==> src/rtl/core/mtcg_pkg.sv <==
// Shared widths, codes, register indexes and stage payload types for the cell pixel generator.
`timescale 1ns / 1ps
`default_nettype none
package mtcg_pkg;

  // Field widths
  localparam int LINE_W     = 9;
  localparam int COL_W      = 7;
  localparam int ATTR_W     = 8;
  localparam int GLYPH_W    = 9;
  localparam int X_W        = 10;
  localparam int CODE_W     = 2;
  localparam int ROW_W      = 6;   // pixel lines / smallest cell height
  localparam int SCAN_W     = 5;
  localparam int OFFSET_W   = 13;  // row * columns + column at full width
  localparam int CURSOR_W   = 11;
  localparam int CFG_IDX_W  = 2;
  localparam int CFG_DATA_W = 11;

  // Parameter defaults
  localparam int CELL_HEIGHT_DEF  = 14;
  localparam int CELL_WIDTH_DEF   = 9;
  localparam int TEXT_COLUMNS_DEF = 80;

  // Register indexes
  localparam logic [CFG_IDX_W-1:0] REG_BLINK_ENABLE      = 2'd0;
  localparam logic [CFG_IDX_W-1:0] REG_CURSOR_CELL       = 2'd1;
  localparam logic [CFG_IDX_W-1:0] REG_CURSOR_FIRST_LINE = 2'd2;
  localparam logic [CFG_IDX_W-1:0] REG_CURSOR_LAST_LINE  = 2'd3;

  // Register reset values
  localparam logic [SCAN_W-1:0] CURSOR_FIRST_RST = 5'd11;
  localparam logic [SCAN_W-1:0] CURSOR_LAST_RST  = 5'd12;

  // Colour codes
  localparam logic [CODE_W-1:0] CODE_BG      = 2'd0;
  localparam logic [CODE_W-1:0] CODE_FG      = 2'd1;
  localparam logic [CODE_W-1:0] CODE_INTENSE = 2'd2;

  // Attribute nibble patterns
  localparam logic [2:0] ATTR_NORMAL    = 3'h7;
  localparam logic [2:0] ATTR_INVERSE   = 3'h0;
  localparam logic [2:0] ATTR_UNDERLINE = 3'h1;

  localparam logic [SCAN_W-1:0] UNDERLINE_LINE = 5'd12;

  typedef struct packed {
    logic                blink_enable;
    logic [CURSOR_W-1:0] cursor_cell;
    logic [SCAN_W-1:0]   cursor_first_line;
    logic [SCAN_W-1:0]   cursor_last_line;
  } cfg_t;

  // Decode stage result: row and scan line split, attribute resolved
  typedef struct packed {
    logic [LINE_W-1:0]  pixel_line;
    logic [ROW_W-1:0]   row;
    logic [SCAN_W-1:0]  scan;
    logic [COL_W-1:0]   column;
    logic [GLYPH_W-1:0] glyph_row;
    logic [CODE_W-1:0]  fg_code;
    logic [CODE_W-1:0]  bg_code;
    logic               underline;
    logic               cursor_shown;
  } dec_t;

  // Finished cell, ready to be split into pixels
  typedef struct packed {
    logic [LINE_W-1:0]  pixel_line;
    logic [X_W-1:0]     x_base;
    logic [GLYPH_W-1:0] bitmap;
    logic [CODE_W-1:0]  fg_code;
    logic [CODE_W-1:0]  bg_code;
    logic               cursor_here;
  } cell_t;

endpackage
`default_nettype wire

==> src/rtl/core/mtcg_intf.sv <==
// Request channel interfaces: cell input, pixel output and register write.
`timescale 1ns / 1ps
`default_nettype none
interface mtcg_cell_if;
  logic                         valid;
  logic                         ready;
  logic [mtcg_pkg::LINE_W-1:0]  pixel_line;
  logic [mtcg_pkg::COL_W-1:0]   column;
  logic [mtcg_pkg::ATTR_W-1:0]  attribute;
  logic [mtcg_pkg::GLYPH_W-1:0] glyph_row;
  logic                         blink_phase_on;
  logic                         cursor_shown;

  modport source (output valid, pixel_line, column, attribute, glyph_row, blink_phase_on,
                  cursor_shown, input ready);
  modport sink   (input valid, pixel_line, column, attribute, glyph_row, blink_phase_on,
                  cursor_shown, output ready);
endinterface

interface mtcg_pixel_if;
  logic                        valid;
  logic                        ready;
  logic [mtcg_pkg::X_W-1:0]    pixel_x;
  logic [mtcg_pkg::LINE_W-1:0] pixel_y;
  logic [mtcg_pkg::CODE_W-1:0] color_code;
  logic                        last;

  modport source (output valid, pixel_x, pixel_y, color_code, last, input ready);
  modport sink   (input valid, pixel_x, pixel_y, color_code, last, output ready);
endinterface

interface mtcg_cfg_if;
  logic                            valid;
  logic                            ready;
  logic [mtcg_pkg::CFG_IDX_W-1:0]  index;
  logic [mtcg_pkg::CFG_DATA_W-1:0] data;

  modport source (output valid, index, data, input ready);
  modport sink   (input valid, index, data, output ready);
endinterface
`default_nettype wire

==> src/rtl/core/mtcg_decode.sv <==
// Two stages: line split by reciprocal multiply with one correction, attribute decode.
`timescale 1ns / 1ps
`default_nettype none
module mtcg_decode #(
  parameter int CELL_HEIGHT = mtcg_pkg::CELL_HEIGHT_DEF
) (
  input  wire logic                         clk,
  input  wire logic                         rst_n,
  input  wire mtcg_pkg::cfg_t               cfg,
  input  wire logic                         up_valid,
  output logic                              up_ready,
  input  wire logic [mtcg_pkg::LINE_W-1:0]  pixel_line,
  input  wire logic [mtcg_pkg::COL_W-1:0]   column,
  input  wire logic [mtcg_pkg::ATTR_W-1:0]  attribute,
  input  wire logic [mtcg_pkg::GLYPH_W-1:0] glyph_row,
  input  wire logic                         blink_phase_on,
  input  wire logic                         cursor_shown,
  output logic                              dn_valid,
  input  wire logic                         dn_ready,
  output mtcg_pkg::dec_t                    dn_data
);

  localparam int RECIP_SHIFT = 16;
  localparam int RECIP       = (1 << RECIP_SHIFT) / CELL_HEIGHT;
  localparam int PROD_W      = mtcg_pkg::LINE_W + RECIP_SHIFT + 1;

  // Stage 1 registers
  logic                         s1_valid_r;
  logic [mtcg_pkg::LINE_W-1:0]  s1_line_r;
  logic [mtcg_pkg::ROW_W-1:0]   s1_quot_r;
  logic [mtcg_pkg::COL_W-1:0]   s1_col_r;
  logic [mtcg_pkg::GLYPH_W-1:0] s1_glyph_r;
  logic [mtcg_pkg::CODE_W-1:0]  s1_fg_r;
  logic [mtcg_pkg::CODE_W-1:0]  s1_bg_r;
  logic                         s1_ul_r;
  logic                         s1_cshown_r;
  logic                         s1_ready;

  // Stage 2 registers
  logic                         s2_valid_r;
  mtcg_pkg::dec_t               s2_data_r;
  logic                         s2_ready;

  logic [PROD_W-1:0]            prod;
  logic [mtcg_pkg::CODE_W-1:0]  fg_nxt;
  logic [mtcg_pkg::CODE_W-1:0]  bg_nxt;
  logic                         ul_nxt;
  logic [2:0]                   bg_bits;
  logic [2:0]                   fg_bits;

  logic [mtcg_pkg::LINE_W-1:0]  qh;
  logic [mtcg_pkg::LINE_W-1:0]  rem;
  logic                         rem_over;
  mtcg_pkg::dec_t               s2_data_nxt;

  assign s2_ready = !s2_valid_r || dn_ready;
  assign s1_ready = !s1_valid_r || s2_ready;
  assign up_ready = s1_ready;

  // Quotient estimate, at most one low
  assign prod = PROD_W'(pixel_line) * PROD_W'(RECIP);

  assign bg_bits = attribute[6:4];
  assign fg_bits = attribute[2:0];

  always_comb begin
    fg_nxt = attribute[3] ? mtcg_pkg::CODE_INTENSE : mtcg_pkg::CODE_FG;
    bg_nxt = mtcg_pkg::CODE_BG;
    ul_nxt = 1'b0;
    priority if (bg_bits == mtcg_pkg::ATTR_NORMAL && fg_bits == mtcg_pkg::ATTR_INVERSE) begin
      fg_nxt = mtcg_pkg::CODE_BG;
      bg_nxt = mtcg_pkg::CODE_FG;
    end else if (bg_bits == mtcg_pkg::ATTR_INVERSE && fg_bits == mtcg_pkg::ATTR_INVERSE) begin
      fg_nxt = mtcg_pkg::CODE_BG;
    end else if (bg_bits == mtcg_pkg::ATTR_INVERSE && fg_bits == mtcg_pkg::ATTR_UNDERLINE) begin
      ul_nxt = 1'b1;
    end else begin
      ul_nxt = 1'b0;
    end
    // Hidden blink phase: drop the glyph and the underline
    if (attribute[7] && cfg.blink_enable && !blink_phase_on) begin
      fg_nxt = bg_nxt;
      ul_nxt = 1'b0;
    end
  end

  always_ff @(posedge clk) begin
    if (!rst_n) begin
      s1_valid_r <= 1'b0;
    end else if (s1_ready) begin
      s1_valid_r <= up_valid;
    end
  end

  always_ff @(posedge clk) begin
    if (up_valid && s1_ready) begin
      s1_line_r   <= pixel_line;
      s1_quot_r   <= prod[RECIP_SHIFT +: mtcg_pkg::ROW_W];
      s1_col_r    <= column;
      s1_glyph_r  <= glyph_row;
      s1_fg_r     <= fg_nxt;
      s1_bg_r     <= bg_nxt;
      s1_ul_r     <= ul_nxt;
      s1_cshown_r <= cursor_shown;
    end
  end

  // Correct the estimate with one compare and subtract
  assign qh       = mtcg_pkg::LINE_W'(32'(s1_quot_r) * CELL_HEIGHT);
  assign rem      = s1_line_r - qh;
  assign rem_over = rem >= mtcg_pkg::LINE_W'(CELL_HEIGHT);

  always_comb begin
    s2_data_nxt.pixel_line   = s1_line_r;
    s2_data_nxt.row          = rem_over ? mtcg_pkg::ROW_W'(s1_quot_r + 1'b1) : s1_quot_r;
    s2_data_nxt.scan         = rem_over ? mtcg_pkg::SCAN_W'(rem - mtcg_pkg::LINE_W'(CELL_HEIGHT))
                                        : mtcg_pkg::SCAN_W'(rem);
    s2_data_nxt.column       = s1_col_r;
    s2_data_nxt.glyph_row    = s1_glyph_r;
    s2_data_nxt.fg_code      = s1_fg_r;
    s2_data_nxt.bg_code      = s1_bg_r;
    s2_data_nxt.underline    = s1_ul_r;
    s2_data_nxt.cursor_shown = s1_cshown_r;
  end

  always_ff @(posedge clk) begin
    if (!rst_n) begin
      s2_valid_r <= 1'b0;
    end else if (s2_ready) begin
      s2_valid_r <= s1_valid_r;
    end
  end

  always_ff @(posedge clk) begin
    if (s1_valid_r && s2_ready) begin
      s2_data_r <= s2_data_nxt;
    end
  end

  assign dn_valid = s2_valid_r;
  assign dn_data  = s2_data_r;

endmodule
`default_nettype wire

==> src/rtl/core/mtcg_locate.sv <==
// Two stages: cell offset and underline rule, then cursor match.
`timescale 1ns / 1ps
`default_nettype none
module mtcg_locate #(
  parameter int CELL_WIDTH   = mtcg_pkg::CELL_WIDTH_DEF,
  parameter int TEXT_COLUMNS = mtcg_pkg::TEXT_COLUMNS_DEF
) (
  input  wire logic                 clk,
  input  wire logic                 rst_n,
  input  wire mtcg_pkg::cfg_t       cfg,
  input  wire logic                 up_valid,
  output logic                      up_ready,
  input  wire mtcg_pkg::dec_t       up_data,
  output logic                      dn_valid,
  input  wire logic                 dn_ready,
  output mtcg_pkg::cell_t           dn_data
);

  // Stage 3 registers
  logic                          s3_valid_r;
  logic [mtcg_pkg::OFFSET_W-1:0] s3_offset_r;
  logic [mtcg_pkg::SCAN_W-1:0]   s3_scan_r;
  logic                          s3_cshown_r;
  mtcg_pkg::cell_t               s3_cell_r;
  logic                          s3_ready;

  // Stage 4 registers
  logic                          s4_valid_r;
  mtcg_pkg::cell_t               s4_cell_r;
  logic                          s4_ready;

  mtcg_pkg::cell_t               s3_cell_nxt;
  logic [mtcg_pkg::OFFSET_W-1:0] offset_nxt;
  mtcg_pkg::cell_t               s4_cell_nxt;
  logic                          hit;

  assign s4_ready = !s4_valid_r || dn_ready;
  assign s3_ready = !s3_valid_r || s4_ready;
  assign up_ready = s3_ready;

  assign offset_nxt = mtcg_pkg::OFFSET_W'(up_data.row) * mtcg_pkg::OFFSET_W'(TEXT_COLUMNS)
                    + mtcg_pkg::OFFSET_W'(up_data.column);

  always_comb begin
    s3_cell_nxt.pixel_line  = up_data.pixel_line;
    s3_cell_nxt.x_base      = mtcg_pkg::X_W'(32'(up_data.column) * CELL_WIDTH);
    // Underline rule fills the whole scan line
    s3_cell_nxt.bitmap      = (up_data.scan == mtcg_pkg::UNDERLINE_LINE && up_data.underline)
                              ? '1 : up_data.glyph_row;
    s3_cell_nxt.fg_code     = up_data.fg_code;
    s3_cell_nxt.bg_code     = up_data.bg_code;
    s3_cell_nxt.cursor_here = 1'b0;
  end

  always_ff @(posedge clk) begin
    if (!rst_n) begin
      s3_valid_r <= 1'b0;
    end else if (s3_ready) begin
      s3_valid_r <= up_valid;
    end
  end

  always_ff @(posedge clk) begin
    if (up_valid && s3_ready) begin
      s3_offset_r <= offset_nxt;
      s3_scan_r   <= up_data.scan;
      s3_cshown_r <= up_data.cursor_shown;
      s3_cell_r   <= s3_cell_nxt;
    end
  end

  assign hit = s3_cshown_r
            && s3_offset_r == mtcg_pkg::OFFSET_W'(cfg.cursor_cell)
            && s3_scan_r >= cfg.cursor_first_line
            && s3_scan_r <= cfg.cursor_last_line;

  always_comb begin
    s4_cell_nxt             = s3_cell_r;
    s4_cell_nxt.cursor_here = hit;
  end

  always_ff @(posedge clk) begin
    if (!rst_n) begin
      s4_valid_r <= 1'b0;
    end else if (s4_ready) begin
      s4_valid_r <= s3_valid_r;
    end
  end

  always_ff @(posedge clk) begin
    if (s3_valid_r && s4_ready) begin
      s4_cell_r <= s4_cell_nxt;
    end
  end

  assign dn_valid = s4_valid_r;
  assign dn_data  = s4_cell_r;

endmodule
`default_nettype wire

==> src/rtl/core/mtcg_serial.sv <==
// Cell register and pixel counter: emits one pixel a cycle unless stalled, left to right.
`timescale 1ns / 1ps
`default_nettype none
module mtcg_serial #(
  parameter int CELL_WIDTH = mtcg_pkg::CELL_WIDTH_DEF
) (
  input  wire logic                        clk,
  input  wire logic                        rst_n,
  input  wire logic                        up_valid,
  output logic                             up_ready,
  input  wire mtcg_pkg::cell_t             up_data,
  output logic                             pix_valid,
  input  wire logic                        pix_ready,
  output logic [mtcg_pkg::X_W-1:0]         pix_x,
  output logic [mtcg_pkg::LINE_W-1:0]      pix_y,
  output logic [mtcg_pkg::CODE_W-1:0]      pix_code,
  output logic                             pix_last
);

  localparam int IDX_W = $clog2(CELL_WIDTH);
  localparam logic [IDX_W-1:0] IDX_LAST = IDX_W'(CELL_WIDTH - 1);

  logic                 cell_valid_r;
  mtcg_pkg::cell_t      cell_r;
  logic [IDX_W-1:0]     idx_r;
  logic [IDX_W-1:0]     sel;
  logic                 bit_on;
  logic                 take;

  assign pix_last = idx_r == IDX_LAST;
  assign take     = pix_valid && pix_ready;
  // Load the next cell as the last pixel of this one leaves
  assign up_ready = !cell_valid_r || (take && pix_last);

  always_ff @(posedge clk) begin
    if (!rst_n) begin
      cell_valid_r <= 1'b0;
      idx_r        <= '0;
    end else begin
      if (up_ready) begin
        cell_valid_r <= up_valid;
      end
      if (take) begin
        idx_r <= pix_last ? '0 : IDX_W'(idx_r + 1'b1);
      end
    end
  end

  always_ff @(posedge clk) begin
    if (up_valid && up_ready) begin
      cell_r <= up_data;
    end
  end

  assign sel    = IDX_LAST - idx_r;
  assign bit_on = cell_r.bitmap[sel];

  assign pix_valid = cell_valid_r;
  assign pix_x     = mtcg_pkg::X_W'(cell_r.x_base + mtcg_pkg::X_W'(idx_r));
  assign pix_y     = cell_r.pixel_line;
  assign pix_code  = cell_r.cursor_here ? mtcg_pkg::CODE_FG
                   : (bit_on ? cell_r.fg_code : cell_r.bg_code);

endmodule
`default_nettype wire

==> src/rtl/core/mda_text_cell_pixel_generator_top.sv <==
// Top level of the MDA text cell pixel generator: registers, pipeline and pixel output.
//
//   Channel  Direction  Moves
//   in_if    sink       one cell request per scan line (line, column, attribute, glyph row)
//   out_if   source     one pixel request (x, y, colour code, last)
//   cfg_if   sink       register write (index, data); always ready
//
// A cell passes four register stages (line split, row correction, offset, cursor
// match) and then the pixel register, which emits CELL_WIDTH pixels at one per cycle.
// Throughput is set by the single pixel output port: the pixel register loads the next
// cell only as the last pixel of the current one leaves.
// Reset (rst_n low, synchronous) empties every stage and loads the register defaults.
// A stall on out_if holds the current pixel; the stages behind it fill and then hold.
`timescale 1ns / 1ps
`default_nettype none
module mda_text_cell_pixel_generator_top #(
  parameter int CELL_HEIGHT  = mtcg_pkg::CELL_HEIGHT_DEF,
  parameter int CELL_WIDTH   = mtcg_pkg::CELL_WIDTH_DEF,
  parameter int TEXT_COLUMNS = mtcg_pkg::TEXT_COLUMNS_DEF
) (
  input  wire logic     clk,
  input  wire logic     rst_n,
  mtcg_cell_if.sink     in_if,
  mtcg_pixel_if.source  out_if,
  mtcg_cfg_if.sink      cfg_if
);

  mtcg_pkg::cfg_t  cfg_r;
  logic            dec_valid;
  logic            dec_ready;
  mtcg_pkg::dec_t  dec_data;
  logic            loc_valid;
  logic            loc_ready;
  mtcg_pkg::cell_t loc_data;

  assign cfg_if.ready = 1'b1;

  always_ff @(posedge clk) begin
    if (!rst_n) begin
      cfg_r.blink_enable      <= 1'b1;
      cfg_r.cursor_cell       <= '0;
      cfg_r.cursor_first_line <= mtcg_pkg::CURSOR_FIRST_RST;
      cfg_r.cursor_last_line  <= mtcg_pkg::CURSOR_LAST_RST;
    end else if (cfg_if.valid) begin
      unique case (cfg_if.index)
        mtcg_pkg::REG_BLINK_ENABLE:      cfg_r.blink_enable      <= cfg_if.data[0];
        mtcg_pkg::REG_CURSOR_CELL:       cfg_r.cursor_cell       <= cfg_if.data;
        mtcg_pkg::REG_CURSOR_FIRST_LINE: cfg_r.cursor_first_line <=
                                           cfg_if.data[mtcg_pkg::SCAN_W-1:0];
        mtcg_pkg::REG_CURSOR_LAST_LINE:  cfg_r.cursor_last_line  <=
                                           cfg_if.data[mtcg_pkg::SCAN_W-1:0];
      endcase
    end
  end

  mtcg_decode #(
    .CELL_HEIGHT (CELL_HEIGHT)
  ) u_decode (
    .clk            (clk),
    .rst_n          (rst_n),
    .cfg            (cfg_r),
    .up_valid       (in_if.valid),
    .up_ready       (in_if.ready),
    .pixel_line     (in_if.pixel_line),
    .column         (in_if.column),
    .attribute      (in_if.attribute),
    .glyph_row      (in_if.glyph_row),
    .blink_phase_on (in_if.blink_phase_on),
    .cursor_shown   (in_if.cursor_shown),
    .dn_valid       (dec_valid),
    .dn_ready       (dec_ready),
    .dn_data        (dec_data)
  );

  mtcg_locate #(
    .CELL_WIDTH   (CELL_WIDTH),
    .TEXT_COLUMNS (TEXT_COLUMNS)
  ) u_locate (
    .clk      (clk),
    .rst_n    (rst_n),
    .cfg      (cfg_r),
    .up_valid (dec_valid),
    .up_ready (dec_ready),
    .up_data  (dec_data),
    .dn_valid (loc_valid),
    .dn_ready (loc_ready),
    .dn_data  (loc_data)
  );

  mtcg_serial #(
    .CELL_WIDTH (CELL_WIDTH)
  ) u_serial (
    .clk       (clk),
    .rst_n     (rst_n),
    .up_valid  (loc_valid),
    .up_ready  (loc_ready),
    .up_data   (loc_data),
    .pix_valid (out_if.valid),
    .pix_ready (out_if.ready),
    .pix_x     (out_if.pixel_x),
    .pix_y     (out_if.pixel_y),
    .pix_code  (out_if.color_code),
    .pix_last  (out_if.last)
  );

`ifndef SYNTHESIS
  // Within a cell the next pixel follows at once, one column to the right
  a_pixel_step: assert property (@(posedge clk) disable iff (!rst_n)
    out_if.valid && out_if.ready && !out_if.last |=>
      out_if.valid && out_if.pixel_x == mtcg_pkg::X_W'($past(out_if.pixel_x) + 1'b1))
    else $error("pixel sequence broken inside a cell");

  // Line stays fixed across the pixels of one cell
  a_line_hold: assert property (@(posedge clk) disable iff (!rst_n)
    out_if.valid && out_if.ready && !out_if.last |=> $stable(out_if.pixel_y))
    else $error("pixel line changed inside a cell");

  a_code_range: assert property (@(posedge clk) disable iff (!rst_n)
    out_if.valid |-> out_if.color_code == mtcg_pkg::CODE_BG
                  || out_if.color_code == mtcg_pkg::CODE_FG
                  || out_if.color_code == mtcg_pkg::CODE_INTENSE)
    else $error("colour code out of range");
`endif

endmodule
`default_nettype wire
==> src/flat_wrapper.sv <==
// flat-port wrapper written by rule: the top's interface ports become plain ports
module mda_text_cell_pixel_generator_top_flat 
#(
  parameter int CELL_HEIGHT  = mtcg_pkg::CELL_HEIGHT_DEF,
  parameter int CELL_WIDTH   = mtcg_pkg::CELL_WIDTH_DEF,
  parameter int TEXT_COLUMNS = mtcg_pkg::TEXT_COLUMNS_DEF
)
  (clk, rst_n, in_if_valid, in_if_pixel_line, in_if_column, in_if_attribute, in_if_glyph_row, in_if_blink_phase_on, in_if_cursor_shown, in_if_ready, out_if_valid, out_if_pixel_x, out_if_pixel_y, out_if_color_code, out_if_last, out_if_ready, cfg_if_valid, cfg_if_index, cfg_if_data, cfg_if_ready);
  mtcg_cell_if in_if_i ();
  mtcg_pixel_if out_if_i ();
  mtcg_cfg_if cfg_if_i ();
  input  wire logic clk;
  input  wire logic rst_n;
  input wire logic [$bits(in_if_i.valid)-1:0] in_if_valid;
  input wire logic [$bits(in_if_i.pixel_line)-1:0] in_if_pixel_line;
  input wire logic [$bits(in_if_i.column)-1:0] in_if_column;
  input wire logic [$bits(in_if_i.attribute)-1:0] in_if_attribute;
  input wire logic [$bits(in_if_i.glyph_row)-1:0] in_if_glyph_row;
  input wire logic [$bits(in_if_i.blink_phase_on)-1:0] in_if_blink_phase_on;
  input wire logic [$bits(in_if_i.cursor_shown)-1:0] in_if_cursor_shown;
  output wire logic [$bits(in_if_i.ready)-1:0] in_if_ready;
  output wire logic [$bits(out_if_i.valid)-1:0] out_if_valid;
  output wire logic [$bits(out_if_i.pixel_x)-1:0] out_if_pixel_x;
  output wire logic [$bits(out_if_i.pixel_y)-1:0] out_if_pixel_y;
  output wire logic [$bits(out_if_i.color_code)-1:0] out_if_color_code;
  output wire logic [$bits(out_if_i.last)-1:0] out_if_last;
  input wire logic [$bits(out_if_i.ready)-1:0] out_if_ready;
  input wire logic [$bits(cfg_if_i.valid)-1:0] cfg_if_valid;
  input wire logic [$bits(cfg_if_i.index)-1:0] cfg_if_index;
  input wire logic [$bits(cfg_if_i.data)-1:0] cfg_if_data;
  output wire logic [$bits(cfg_if_i.ready)-1:0] cfg_if_ready;
  assign in_if_i.valid = in_if_valid;
  assign in_if_i.pixel_line = in_if_pixel_line;
  assign in_if_i.column = in_if_column;
  assign in_if_i.attribute = in_if_attribute;
  assign in_if_i.glyph_row = in_if_glyph_row;
  assign in_if_i.blink_phase_on = in_if_blink_phase_on;
  assign in_if_i.cursor_shown = in_if_cursor_shown;
  assign in_if_ready = in_if_i.ready;
  assign out_if_valid = out_if_i.valid;
  assign out_if_pixel_x = out_if_i.pixel_x;
  assign out_if_pixel_y = out_if_i.pixel_y;
  assign out_if_color_code = out_if_i.color_code;
  assign out_if_last = out_if_i.last;
  assign out_if_i.ready = out_if_ready;
  assign cfg_if_i.valid = cfg_if_valid;
  assign cfg_if_i.index = cfg_if_index;
  assign cfg_if_i.data = cfg_if_data;
  assign cfg_if_ready = cfg_if_i.ready;
  mda_text_cell_pixel_generator_top #(.CELL_HEIGHT(CELL_HEIGHT), .CELL_WIDTH(CELL_WIDTH), .TEXT_COLUMNS(TEXT_COLUMNS)) u_core (.clk(clk), .rst_n(rst_n), .in_if(in_if_i), .out_if(out_if_i), .cfg_if(cfg_if_i));
endmodule
==> config.mk <==
export PLATFORM = sky130hd
export DESIGN_NAME = mda_text_cell_pixel_generator_top_flat
export DESIGN_NICKNAME = d
export VERILOG_FILES = /design/src/rtl/core/mtcg_pkg.sv /design/src/rtl/core/mtcg_intf.sv /design/src/rtl/core/mtcg_decode.sv /design/src/rtl/core/mtcg_locate.sv /design/src/rtl/core/mtcg_serial.sv /design/src/rtl/core/mda_text_cell_pixel_generator_top.sv /design/src/flat_wrapper.sv
export SDC_FILE = /design/constraint.sdc
export NUM_CORES = 1
export LEC_CHECK = 0
export BUFFER_PORTS_ARGS = -buffer_cell sky130_fd_sc_hd__buf_2
export CORE_MARGIN = 5
export CORE_UTILIZATION = 32
export CTS_BUF_LIST = sky130_fd_sc_hd__clkbuf_8
export DETAILED_ROUTE_END_ITERATION = 7
export MAX_ROUTING_LAYER = met4
export SLEW_MARGIN = 20
export SYNTH_ARGS = -nofsm -noshare
export SYNTH_HDL_FRONTEND = slang
export SYNTH_SLANG_ARGS = --single-unit
==> constraint.sdc <==
create_clock -name clk -period 6.6 [get_ports clk]
set_input_delay 1.32 -clock clk [delete_from_list [all_inputs] [get_ports clk]]
set_output_delay 1.32 -clock clk [all_outputs]
set_load 0.02 [all_outputs]
; ---- Yosys cells after proc, flatten, opt, wreduce, memory -nomap -nowiden
; Index checks and enable logic that the tools add are counted.
[totals]
in_bits = 53
word_cells = 118
reg_bits = 227
[op_classes]
n_lt_le_gt_ge = 4
n_reduce_logical = 35
n_eq_ne = 8
add_sub_neg = 7
n_mul = 4
muxes = 13
[ops]
columns = cell, count
row1 = $mul 9x13->22 const B, 1
row2 = $logic_and 1x1->1, 16
row3 = $add 13x7->13, 1
row4 = $eq 13x11->1, 1
row5 = $mux 2, 6
row6 = $add 10x4->10, 1
row7 = $mul 7x4->10 const B, 1
row8 = $ge 9x4->1 const B, 1
row9 = $mul 6x3->9 const B, 1
row10 = $sub 9x9->9, 1
row11 = $mul 6x3->8 const B, 1
row12 = $reduce_and 2->1, 4
row13 = $add 6x1->6 const B, 1
row14 = $logic_not 1->1, 6
row15 = $logic_not 3->1, 2
row16 = $mux 6, 1
row17 = $eq 5x4->1 const B, 1
row18 = $ge 5x5->1, 1
row19 = $le 5x5->1, 1
row20 = $logic_or 1x1->1, 5
row21 = $lt 4x5->1 const B, 1
row22 = $mux 5, 1
row23 = $sub 5x4->5 const B, 1
row24 = $add 4x1->4 const B, 1
row25 = other kinds (11), 14

; ---- Depth between registers and ports, before layout
; Gate-level depths: netlist of run 1.
[logic_depth]
ltp_word = 8
depth_mapped = 16
ltp_nobuf = 16

; ---- Cells and area by module
; From an unflattened synthesis of run 1, not the netlist that was laid out.
[unflattened]
cells_unflattened = 713
area_unflattened_um2 = 10222.3
[by_module_without_submodules]
columns = module, cells_per_inst, area_each_um2, instances
row1 = mtcg_decode, 286, 4097.7, 1
row2 = mtcg_locate, 214, 3532.1, 1
row3 = mtcg_serial, 120, 1695.4, 1
row4 = mda_text_cell_pixel_generator_top, 93, 897.1, 1

; ---- Worst setup path before layout of run 1
; Ideal clock, no wire load.
[synth_timing]
path_type = input to register
startpoint = input port out_if_ready
endpoint = register u_core.u_locate.s3_cell_r[10] in the netlist's numbering, enable pin
required_time_ns = 6.080
arrival_time_ns = 4.993
setup_time_ns = 0.520
slack_ns = 1.087
stages = 3
path_cell_list = nand2_1 and3_1 a21boi_0
[synth_via]
elab_chain_cells = 6
[synth_lines]
columns = element, line_no
row1 = from (decl), flat_wrapper.sv:27  ; input wire logic [$bits(out_if_i.ready)-1:0] out_if_ready;
row2 = $logic_and 1x1->1, mtcg_serial.sv:31  ; assign take = pix_valid && pix_ready;
row3 = $logic_and 1x1->1, mtcg_serial.sv:33  ; assign up_ready = !cell_valid_r || (take && pix_last);
row4 = $logic_or 1x1->1, mtcg_serial.sv:33
row5 = $logic_or 1x1->1, mtcg_locate.sv:37  ; assign s4_ready = !s4_valid_r || dn_ready;
row6 = $logic_or 1x1->1, mtcg_locate.sv:38  ; assign s3_ready = !s3_valid_r || s4_ready;
row7 = $logic_and 1x1->1, mtcg_locate.sv:64  ; if (up_valid && s3_ready) begin
row8 = to (signal assigned), mtcg_locate.sv:68  ; s3_cell_r <= s3_cell_nxt;
row9 = to (decl), mtcg_locate.sv:24  ; mtcg_pkg::cell_t s3_cell_r;
; Every way passes these cells.
; A chain may end at the register's enable or synchronous reset.

; ---- Final worst setup path of run 1
[layout_timing]
startpoint = input port in_if_pixel_line[5]
endpoint = register u_core.u_decode.s1_quot_r[3] in the netlist's numbering (data pin)
[layout_via]
elab_chain_cells = 1
[layout_lines]
columns = element, line_no
row1 = from (decl), flat_wrapper.sv:15  ; input wire logic [$bits(in_if_i.pixel_line)-1:0] in_if_pixel_line;
row2 = $mul 9x13->22, mtcg_decode.sv:61  ; assign prod = PROD_W'(pixel_line) * PROD_W'(RECIP);
row3 = named net u_core.u_decode.prod[19], mtcg_decode.sv:44  ; logic [PROD_W-1:0] prod;
row4 = to (signal assigned), mtcg_decode.sv:98  ; s1_quot_r <= prod[RECIP_SHIFT +: mtcg_pkg::ROW_W];
row5 = to (decl), mtcg_decode.sv:30  ; logic [mtcg_pkg::ROW_W-1:0] s1_quot_r;
; The timed path passes the listed nets, and every way through them passes these cells.

==> results of run 1 <==
==> per-layer routing <==
layer  up-vias  track usage  routed length, um
met5         -            -                  0
met2        85        0.180               8970
met3        36       0.0233                726
met1      2549        0.116               7070
met4         0       0.0388                456
li1       2674            -                  -
==> kinds of logic (layout without fill, tap and decap cells) <==
family,after synthesis,count (layout),synth area share
DFF,217,217,0.626
and+or+nand+nor,121,121,0.0707
adders and majority gates,100,100,0.137
AOI/OAI and AO/OA,83,83,0.0557
buffers and inverters,74,204,0.0318
xor gates and xnor gates,57,57,0.0504
muxes,25,25,0.0280
other,1,1,0.000378
==> flip-flops by register name, indices dropped and copies added (netlist names), 4 cells and up <==
register / cells
u_core.u_locate.s3_offset_r: 13
u_core.u_decode.s1_col_r: 7
u_core.cfg_r: 22
u_core.u_decode.dn_data: 40
u_core.u_decode.s1_quot_r: 6
u_core.u_decode.s1_glyph_r: 9
u_core.u_locate.s3_scan_r: 5
u_core.u_serial.pix_y: 9
u_core.u_serial.idx_r: 4
u_core.u_locate.s3_cell_r: 27
u_core.u_serial.cell_r: 23
u_core.u_locate.dn_data: 32
u_core.u_decode.s1_line_r: 9
==> cell usage after synthesis (10+ instances only) <==
master	n	share of area
mux2i_1	21	0.021
dfxtp_1	31	0.063
edfxtp_1	186	0.56
fa_1	14	0.028
inv_1	58	0.022
nand3_1	11	0.0056
nand2_1	19	0.0072
xnor2_1	39	0.034
nor2b_1	29	0.018
nor2_1	12	0.0045
a21o_1	12	0.0091
nand2b_1	14	0.0088
buf_4	10	0.0076
o21ai_0	16	0.0081
ha_1	86	0.11
xor2_1	18	0.016
a21oi_1	21	0.011
==> worst min-delay path by stage <==
stage	startpoint	endpoint	slack, ns	cells after the start
after floorplan	u_core.u_decode.s1_cshown_r	u_core.u_decode.dn_data[0]	0.40	0
after global placement	u_core.u_locate.dn_data[12]	u_core.u_serial.cell_r[12]	0.40	0
after detailed placement	u_core.u_locate.s3_cell_r[17]	u_core.u_locate.dn_data[17]	0.40	0
after CTS	u_core.u_locate.s3_cell_r[22]	u_core.u_locate.dn_data[22]	0.41	0
after global routing	u_core.u_locate.s3_cell_r[17]	u_core.u_locate.dn_data[17]	0.41	0
final	u_core.u_decode.dn_data[41]	u_core.u_locate.s3_cell_r[32]	0.41	0
==> worst max-delay path, delay by kind of cell <==
| family | cells | cell delay [ns] |
|---|---|---|
| adders and majority gates | 4 | 1.45 |
| xor gates and xnor gates | 1 | 0.14 |
| AOI/OAI and AO/OA | 5 | 1.33 |
| buffers and inverters | 4 | 0.33 |
==> report_power, final <==
part	leakage, uW	switching [uW]	internal [uW]
sequential	0.00199	51.9	1600
combinational	0.00227	595	482
clock	0.000383	515	590
total	0.00464	1160	2680
==> area by class of cell <==
type	instances	area (um2)
well taps	396	495
repair buffers	81	438
fillers	2935	19100
clock buffers	39	537
inverters	58	218
flip-flops and latches	217	6210
clock inverters	26	146
multi-input cells	387	3430
==> through the flow <==
step | total power [uW] | area [um2] | hold slack [ns] | setup WS (ns) | std cells
6_report | 3840 | 11500 | 0.410 | 2.30 | 1204
5_1_grt | 4100 | 11500 | 0.415 | 2.11 | 1204
4_1_cts | 3900 | 11400 | 0.412 | 2.33 | 1203
3_5_place_dp | 2760 | 10800 | 0.405 | 1.77 | 1138
3_3_place_gp | 2750 | 10800 | 0.401 | 1.85 | 1138
2_1_floorplan | 2530 | 9910 | 0.400 | 1.09 | 678
==> metrics.txt, run 1 <==
post-synth cell types 60; FMAX roughly 0.23 GHz; Die Ht about 190 um; Synth Cell Area around 9900 um2; largest net degree at the start of global routing 47; initial DRC count around 190; FFs w/ async S/R, synth 0; postcts setup bufs 0; Syn. warnings 0; Seq/Total Area, Yosys 0.626; outcome completed; CP Capture Point u_core.u_decode.s1_quot_r[3]; Die Area 34600 um2; Slew Limit Fails 0; Worst Setup SP in_if_pixel_line[5]; Max clock buf depth 3; Critical Path Sink Type flip-flop; final hold vios 0; Residual DRC 0; RSZ-0062 raised after global routing no; Leak Pwr 0.00464 uW; Worst Path Required ~6.9 ns; pwr dens ~330 nW/um2; Post-Synthesis Cells 678; worst clock skew between 0.02 and 0.025 ns; total of max-cap violations 0; clk root buf clkbuf_8; Worst-Margin Slew about 0.76 ns; CTS H-tree lvls 2; Critical Path Fanout Max 3; drt total wl approximately 17000 um; WL per Instance approximately 14 um; first-pass GRT wire length between 20000 and 30000 um; hpwl dp between 10000 and 15000 um; vias about 5300; Reg clk slew, reported paths around 0.06 ns; IO Count 78; Cell Rows 64; Final period util 0.651; max incr delay on CP approximately 0.5 ns; worst r2r src u_core.u_decode.s1_quot_r[2]; EDFF count, synth ~190; DRT Pass-1 Iters 4; Worst VDD drop 0.000150 V; post_cts resized 0; Nets between 900 and 1000; initial antenna violation count 0; CTS tree done; TritonCTS Buffers 38; port bufs 76; Main synth FF type edfxtp_1; GRT Util Overall 0.103; crit path DAT 4.57 ns; Via density roughly 4.4; Tmin final about 4.3 ns; Clock Latency Late Sink about 0.52 ns; Syn Nets about 830; Mean Syn Cell Area ~15 um2; R2R setup slack about 2.4 ns; slowest cell on the critical path fa_1; most common cell after layout, fill and taps aside edfxtp_1; final setup fails 0; Synth Register Bits ~220; # diodes 0; Min-Delay Path Class reg -> reg; Core ar. 30600 um2; Reg-to-Reg End u_core.u_decode.dn_data[28]; Syn-to-layout area delta 15.8%; hold-fix buffers at CTS 0; most frequent cells in the layout edfxtp_1 (186), ha_1 (86), buf_2 (76); vias in the first global route between 5000 and 6000; clk sinks 217; CP Launch Type primary input; Max-slew headroom 0.492; GP Congestion around 0.79; post-route setup TNS 0 ns; Final Util 0.375; kind of critical path in -> reg; initial core utilization 0.324; remaining global-route overflow 0; worst path cell trace buf_2 -> ha_1 -> inv_1 -> fa_1 -> inv_1 -> ha_1 -> ha_1 -> a21o_1 -> a21o_1 -> a221o_1 -> a221oi_2 -> inv_1 -> a31o_1 -> xor2_1; R2R depth 16; layout cells sized above 1 0.179; die width around 190 um; Post-DRT Antenna Nets 0
Power figures use the tool's default switching activity.
==> inputs of run 2 (changes only) <==
--- a/config.mk
+++ b/config.mk
@@ -5,6 +5,7 @@
 export SDC_FILE = /design/constraint.sdc
 export NUM_CORES = 1
 export LEC_CHECK = 0
+export ABC_AREA = 1
 export BUFFER_PORTS_ARGS = -buffer_cell sky130_fd_sc_hd__buf_2
 export CORE_MARGIN = 5
 export CORE_UTILIZATION = 32
==> constraint.sdc (replaced) <==
create_clock -name clk -period 4.25 [get_ports clk]
set_input_delay 0.85 -clock clk [delete_from_list [all_inputs] [get_ports clk]]
set_output_delay 0.85 -clock clk [all_outputs]
set_load 0.02 [all_outputs]
==> metrics.txt, run 2 <==
vias 6330 (+18%); Residual DRC 0 (unchanged); first-pass GRT wire length 30800 um (+12%); Reg clk slew, reported paths 0.06 ns (about the same); die width 190 um (+2.0%); Slew Limit Fails 0 (unchanged); hold_sp u_core.u_locate.dn_data[12]; DRT Pass-1 Iters 5 (+1); largest net degree at the start of global routing 37 (-21%); slowest cell on the critical path fa_1; TritonCTS Buffers 36 (-5.3%); initial core utilization 0.326 (+0.00184); Cell Rows 65 (+1.6%); initial DRC count 301 (+63%); Synth area leaders edfxtp_1 (54%), ha_1 (10%), dfxtp_1 (6.0%); total of max-cap violations 0 (unchanged); GP Congestion 0.838 (+6.2%); Nets 1157 (+24%); most common cell after layout, fill and taps aside edfxtp_1; remaining global-route overflow 0 (unchanged); crit path DAT 3.99 ns (-0.58 ns); commonest cells in the netlist edfxtp_1 (186), nand2_1 (144), inv_1 (131), ha_1 (86), nor2_1 (55); Seq/Total Area, Yosys 0.600 (-0.0257); Tmin final around 3.7 ns; Post-DRT Antenna Nets 0 (unchanged); Final Util 0.374 (-0.00135); Critical Path Sink Type flip-flop; vias in the first global route 6414 (+17%); Clock Latency Late Sink 0.52 ns (about the same); drt total wl 18600 um (+8.0%); post_cts resized 0 (unchanged); clk sinks 217 (unchanged); hpwl dp 14200 um (+13%); cell taking the most area after synthesis edfxtp_1; final hold vios 0 (unchanged); worst r2r src u_core.u_decode.s1_quot_r[2]; clk root buf clkbuf_8; Worst Setup SP u_core.u_decode.s1_quot_r[2]; kind of critical path reg -> reg; Max-slew headroom 0.419 (-0.0727); RSZ-0062 raised after global routing no; post-route setup TNS 0 ns (unchanged); worst clock skew 0.00876 ns (-0.0162 ns); # diodes 0 (unchanged); CP Launch Type flip-flop; final setup fails 0 (unchanged); pwr dens 549 nW/um2 (+64%); Max clock buf depth 3 (unchanged); Post-Synthesis Cells 900 (+33%); count leader, synth edfxtp_1; Leak Pwr 0.00507 uW (+9.3%); Syn-to-layout area delta 14.7%; GRT Util Overall 0.108 (+0.00459); most frequent cells in the layout edfxtp_1 (186), nand2_1 (144), inv_1 (136); port bufs 76 (unchanged); postcts setup bufs 0 (unchanged); FMAX between 0.2 and 0.3 GHz; Syn Nets 1053 (+27%); Die Ht 190 um (+2.0%); FFs w/ async S/R, synth 0 (unchanged); Min-Delay Path Class reg -> reg; Critical Path Fanout Max 11 (+8); Syn. warnings 0 (unchanged); outcome completed; post-synth cell types 39 (-35%); CTS tree done; filler instances 3109 (+5.9%); max incr delay on CP 0.56 ns (+0.06 ns); WL per Instance 13.0 um (-9.2%); Synth Register Bits 217 (unchanged); worst path cell trace fa_1 -> ha_1 -> inv_1 -> fa_1 -> ha_1 -> nand2_1 -> nand3_1 -> xor2_1 -> nand3_1 -> nor2_2 -> nand2_2 -> nand2_1 -> nand2_1; Worst-Margin Slew 0.866 ns (+0.106 ns); Core ar. 31700 um2 (+3.7%); Synth Cell Area 10300 um2 (+4.3%); Main synth FF type edfxtp_1; CTS H-tree lvls 2 (unchanged); Die Area 36000 um2 (+4.0%); layout cells sized above 1 0.147 (-0.0329); Worst VDD drop 0.000206 V (+38%); Via density 4.42 (-0.41%); EDFF count, synth 186 (unchanged); Final period util 0.876; Crit path top cell by count nand2_1; IO Count 78 (unchanged); Worst Path Required 4.52 ns (-2.35 ns); Mean Syn Cell Area 11.5 um2 (-21%); hold-fix buffers at CTS 0 (unchanged); post-synth top area share 0.540 (-0.0231); initial antenna violation count 0 (unchanged); max FFs per register 40 (unchanged)
[run 2: layer usage]
metal / GRT usage / wire (um) / part of all wire / up-vias
met3: 0.0246 / 790 / 0.042 / 35
met1: 0.121 / 7800 / 0.42 / 2911
met2: 0.192 / 9620 / 0.52 / 108
li1: - / - / - / 3276
met5: - / 0 / 0 / -
met4: 0.0348 / 382 / 0.021 / 0
[run 2: cells by family after synthesis]
kind of cell,Yosys count,share of synthesized area
compound gates,104,0.0551
flops,217,0.600
fa+ha+maj,100,0.131
buf+inv,152,0.0599
xor+xnor,41,0.0347
other cells,1,0.000363
simple gates,285,0.118
[run 2: layout make-up]
| type | count | area, um2 | area share |
|---|---|---|---|
| flip-flops and latches | 217 | 6210 | 0.524 |
| multi-input cells | 531 | 3530 | 0.298 |
| inverters | 137 | 514 | 0.0434 |
| well taps | 402 | 503 | 0.0424 |
| clock buffers | 36 | 495 | 0.0418 |
| repair buffers | 81 | 418 | 0.0353 |
| clock inverters | 28 | 186 | 0.0157 |
[run 2: power by group]
group          internal, uW  switching (uW)  total, uW  leakage (uW)
clock network           927             814       1740      0.000371
registers              2580             108       2680       0.00198
logic                   790            1290       2080       0.00272
[run 2: per-stage QoR]
stage               std cells  setup slack (ns)  cell area, um2  hold slack (ns)  total power [uW]
finish                   1432             0.528           11900            0.411              6510
global route             1432             0.230           11900            0.417              7050
CTS                      1432             0.554           11900            0.413              6600
detailed placement       1368             0.558           11200            0.405              4820
global placement         1368             0.638           11200            0.403              4780
floorplan                 900             0.609           10300            0.400              4390
[run 2: worst paths after layout]
kind	cells after the start	slack [ns]	endpoint
max	13	0.53	u_core.u_decode.dn_data[25]
min	0	0.41	u_core.u_serial.cell_r[12]
max reg2reg	13	0.53	u_core.u_decode.dn_data[25]
min reg2reg	0	0.41	u_core.u_serial.cell_r[12]
[run 2: critical path, delay by kind of cell (launching register included)]
family / cells / cell delay (ns)
and+or+nand+nor: 7 / 1.05
DFF: 1 / 0.54
xor gates and xnor gates: 1 / 0.21
buffers and inverters: 1 / 0.06
adders and majority gates: 4 / 1.62
